[src/halfspace_triangle_raster_zbuf_unit_defines.svh]
// ---------------------------------------------------------------------------
// Assertion macros for the triangle raster unit
// Shared forms for the concurrent checks at the end of the top level.
// ---------------------------------------------------------------------------
`ifndef HALFSPACE_TRIANGLE_RASTER_ZBUF_UNIT_DEFINES_SVH
`define HALFSPACE_TRIANGLE_RASTER_ZBUF_UNIT_DEFINES_SVH

// Consequent must hold in the same cycle as the antecedent.
`define HTRZ_ASSERT_SAME(lbl, ante, cons, msg) \
  lbl: assert property (@(posedge clk) disable iff (rst) (ante) |-> (cons)) else $error(msg);

// Consequent must hold in the cycle after the antecedent.
`define HTRZ_ASSERT_NEXT(lbl, ante, cons, msg) \
  lbl: assert property (@(posedge clk) disable iff (rst) (ante) |=> (cons)) else $error(msg);

`endif

[src/htrz_pkg.sv]
// ---------------------------------------------------------------------------
// htrz_pkg
// Types, widths and codes shared by the triangle raster unit.
// ---------------------------------------------------------------------------
`default_nettype none

package htrz_pkg;

  // Action codes of an input word.
  localparam logic [1:0] ACT_DRAW  = 2'd0;
  localparam logic [1:0] ACT_READ  = 2'd1;
  localparam logic [1:0] ACT_WRITE = 2'd2;

  // Configuration register indexes.
  localparam logic [3:0] CFG_WIDTH  = 4'd0;
  localparam logic [3:0] CFG_HEIGHT = 4'd1;

  // Shared multiplier operand and product widths.
  localparam int MUL_AW = 40;
  localparam int MUL_BW = 18;
  localparam int MUL_PW = MUL_AW + MUL_BW;

  // Edge function values, depth numerator and magnitude of the area.
  localparam int EDGE_W = 40;
  localparam int AREA_W = 36;
  localparam int QUOT_W = 17;
  localparam int NUM_W  = AREA_W + QUOT_W;

  typedef logic signed [MUL_AW-1:0] mul_a_t;
  typedef logic signed [MUL_BW-1:0] mul_b_t;
  typedef logic signed [MUL_PW-1:0] mul_p_t;
  typedef logic signed [EDGE_W-1:0] edge_t;
  typedef logic signed [13:0]       coord_t;

endpackage

`default_nettype wire

[src/htrz_mul.sv]
// ---------------------------------------------------------------------------
// htrz_mul
// Shared signed multiplier with a registered product, one result per cycle.
// ---------------------------------------------------------------------------
`default_nettype none

module htrz_mul (
  input  wire logic            clk,
  input  wire htrz_pkg::mul_a_t a,
  input  wire htrz_pkg::mul_b_t b,
  output htrz_pkg::mul_p_t      p
);
  import htrz_pkg::*;

  // The product of the operands issued in one cycle is valid in the next.
  always_ff @(posedge clk) begin
    p <= MUL_PW'(a) * MUL_PW'(b);
  end

endmodule

`default_nettype wire
[config.mk]
export PLATFORM = sky130hd
export DESIGN_NAME = htrz_mul
export DESIGN_NICKNAME = d
export VERILOG_FILES = /design/src/halfspace_triangle_raster_zbuf_unit_defines.svh /design/src/htrz_pkg.sv /design/src/htrz_mul.sv
export SDC_FILE = /design/constraint.sdc
export NUM_CORES = 2
export LEC_CHECK = 0
export BUFFER_PORTS_ARGS = -buffer_cell sky130_fd_sc_hd__buf_2
export CAP_MARGIN = 10
export CORE_MARGIN = 2
export CORE_UTILIZATION = 66
export CTS_BUF_LIST = sky130_fd_sc_hd__clkbuf_4
export DETAILED_ROUTE_END_ITERATION = 10
export PLACE_DENSITY = 0.94
export SYNTH_ARGS = -nofsm -noshare
export SYNTH_HDL_FRONTEND = slang
export SYNTH_SLANG_ARGS = --single-unit
[constraint.sdc]
create_clock -name clk -period 7.56 [get_ports clk]
set_input_delay 0.378 -clock clk [delete_from_list [all_inputs] [get_ports clk]]
set_output_delay 0.378 -clock clk [all_outputs]
set_load 0.01 [all_outputs]
==> impl_metrics.yaml <==
run_status:
  status: "finished clean"
grt:
  gr-total-overflow: 0
  antenna_found_initial: 4
  grt_use_total_pct: 38.03
  grt_pass1_wl_um: 117300
  grt_max_degree: 41
  grt_pass1_vias: 23289
routing:
  wl_um: 72230
  dr_total_vias: 20151
  avgRoutedWirePerCell_um: 20.99
  avgViaCountPerCell: 5.856
  ant_nets: 0
  first_pass_iters: 6
  drc_errors: 0
  drt_iter0_markers: 1918
logic_synthesis:
  synth-edff-count: 0
  ys_seq_area_share_pct: 4.534
  yosys.area.top_type: "fa_1"
  async_flop_share_pct: 0
  synth_warnings: 0
  synth_top_area_share_pct: 53.24
  synth_area_sq_mm: 0.02561
  synthDistinctLibCells: 50
  synth_ff_type: "dfxtp_1"
  ys_ff_latch: 58
  syn_inst: 2917
  avgSynthCellArea_sq_um: 8.779
  syn_nets: 3794
  synth.top_cells.by_area: "fa_1 (53%), inv_1 (12%), nand2_1 (7.7%), ha_1 (6.7%), and2_1 (4.9%)"
timing:
  hold_viol: 0
  setup_violations: 0
  grt_setup_unrepaired: "false"
  slew_headroom_pct: 35.14
  slew_viol_final: 0
  maxClockFrequency_ghz: 0.1484
  tightest_slew_ps: 973.0
  min_period_ps: 6740
  tns_ps: 0
  period_share_pct: 89.15
clock_tree:
  clk_pin_slew_ps: 120
  cts_buffer_depth: 2
  cts_buffers: 9
  cts_resized: 0
  cts_tree: "yes"
  cts_root_buf: "clkbuf_4"
  tritoncts_num_sinks: 58
  ctsHoldBuffers: 0
  postCtsSetupBuffers: 0
  htree_levels: 3
critical_path:
  critical_path_arrival_ps: 7270
  worstSetupStartpointType: "input port"
  cp_max_fo: 40
  crit_top_cell: "fa_1"
  crit_chain: "buf_2 -> and2_1 -> fa_1 -> inv_1 -> fa_1 -> fa_1 -> inv_1 -> fa_1 -> fa_1 -> inv_1 -> fa_1 -> inv_1 -> ha_1 -> nand3_1 -> nor2_1 -> o2111ai_1 -> a21o_1 -> a211o_1 -> a21oi_1 -> nor4b_1 -> o21ai_1 -> xor2_1"
  critPathKind: "in2reg"
  end_kind: "flop"
  cp_slowest_stage_delay_ps: 730
  critPathSlowestCell: "buf_2"
  crit_start: "b[7]"
  cp_data_required_time_ps: 8090
final_layout:
  top_register: "p"
  final_common_cell: "inv_1"
  drive_above_1_share_pct: 5.588
  largest_reg_flops: 58
  area_growth_pct: 4.046
  top_regs: "p: 58 flops"
  final_cell_mix: "inv_1 (790), fa_1 (681), nand2_1 (524), and2_1 (202), ha_1 (137)"
  final_nets: 3789
die:
  core_area_sq_mm: 0.03847
  ioPinCount: 117
  fp.dieArea_sq_mm: 0.04039
  placementRows: 72
  initial_utilization_pct: 66.57
  die_w_um: 201.0
  fp.dieH_um: 201.0
placement:
  hpwl_um: 58280
  routabilityCongestion: 0.9777
  io_buffers: 116
run:
  cap_viol_max_count: 0
hold_path:
  hold_end: "p[0]"
  hold_start: "a[0]"
  hold_class: "in2reg"
  min_path_cells: 2
stage by stage:
stage / utilization, % / setup slack (ps) / hold WS (ps) / std cells / area (sq um)
after detailed placement: 68.73 / 410.7 / 771.2 / 3419 / 26440
after global routing: 69.25 / 611.3 / 342.7 / 3439 / 26640
after CTS: 69.23 / 1063 / 265.3 / 3435 / 26630
final: 69.27 / 820.3 / 363.4 / 3441 / 26640
after global placement: 68.73 / 561.5 / 771.7 / 3419 / 26440
after floorplan: - / 1299 / 499.7 / 2917 / 25610
logic make-up (layout without fill, tap and decap cells):
group / after synthesis / after routing / synth area share (%)
other: 0 / 6 / 0
DFF: 58 / 58 / 4.534
and+or+nand+nor: 859 / 859 / 15.15
adders and majority gates: 818 / 818 / 59.93
xor gates and xnor gates: 59 / 59 / 2.018
AOI/OAI and AO/OA: 177 / 177 / 4.490
buffers and inverters: 946 / 946 / 13.88
layer usage:
layer / vias up / track usage [%] / part of all wire (%)
met4: 2 / 30.53 / 9.1
met5: - / 0 / 0.018
li1: 8255 / - / -
met3: 505 / 11.20 / 12
met1: 9973 / 43.39 / 32
met2: 1416 / 60.03 / 47
cell usage after synthesis, types with 8 or more instances:
cell and n:
inv_1 790, fa_1 681, nand2_1 524, and2_1 202, clkbuf_1 148, ha_1 137
nor2_1 63, dfxtp_1 58, a21oi_1 57, xnor2_1 39, a21o_1 27, o21ai_0 25
nand3_1 23, xor2_1 20, nand2b_1 13, o21ai_1 10, and3_1 8, o21a_1 8
final cells by class:
| type | instances | area [sq um] |
|---|---|---|
| Inverter | 791 | 2969 |
| Tap cell | 518 | 648.1 |
| Multi-Input combinational cell | 1913 | 20890 |
| Clock buffer | 9 | 67.56 |
| Clock inverter | 7 | 125.1 |
| Sequential cell | 58 | 1161 |
| Fill cell | 2724 | 11820 |
| Timing Repair Buffer | 139 | 765.7 |
| Antenna cell | 6 | 15.01 |
worst max path at each step:
stage	endpoint	depth (start not counted)
2_1_floorplan	p[57]	24
3_3_place_gp	p[54]	22
3_5_place_dp	p[52]	21
4_1_cts	p[54]	21
5_1_grt	p[43]	22
6_report	p[54]	22
worst max-delay path: cells and delay by family:
family,cells,cell delay [ps]
AOI/OAI and AO/OA,5,1650
xor gates and xnor gates,1,160
adders and majority gates,7,3340
buffers and inverters,5,990
and+or+nand+nor,4,740
Power is not shown: default switching activity piles up to over one toggle a cycle in this logic, so the estimate is an artifact.
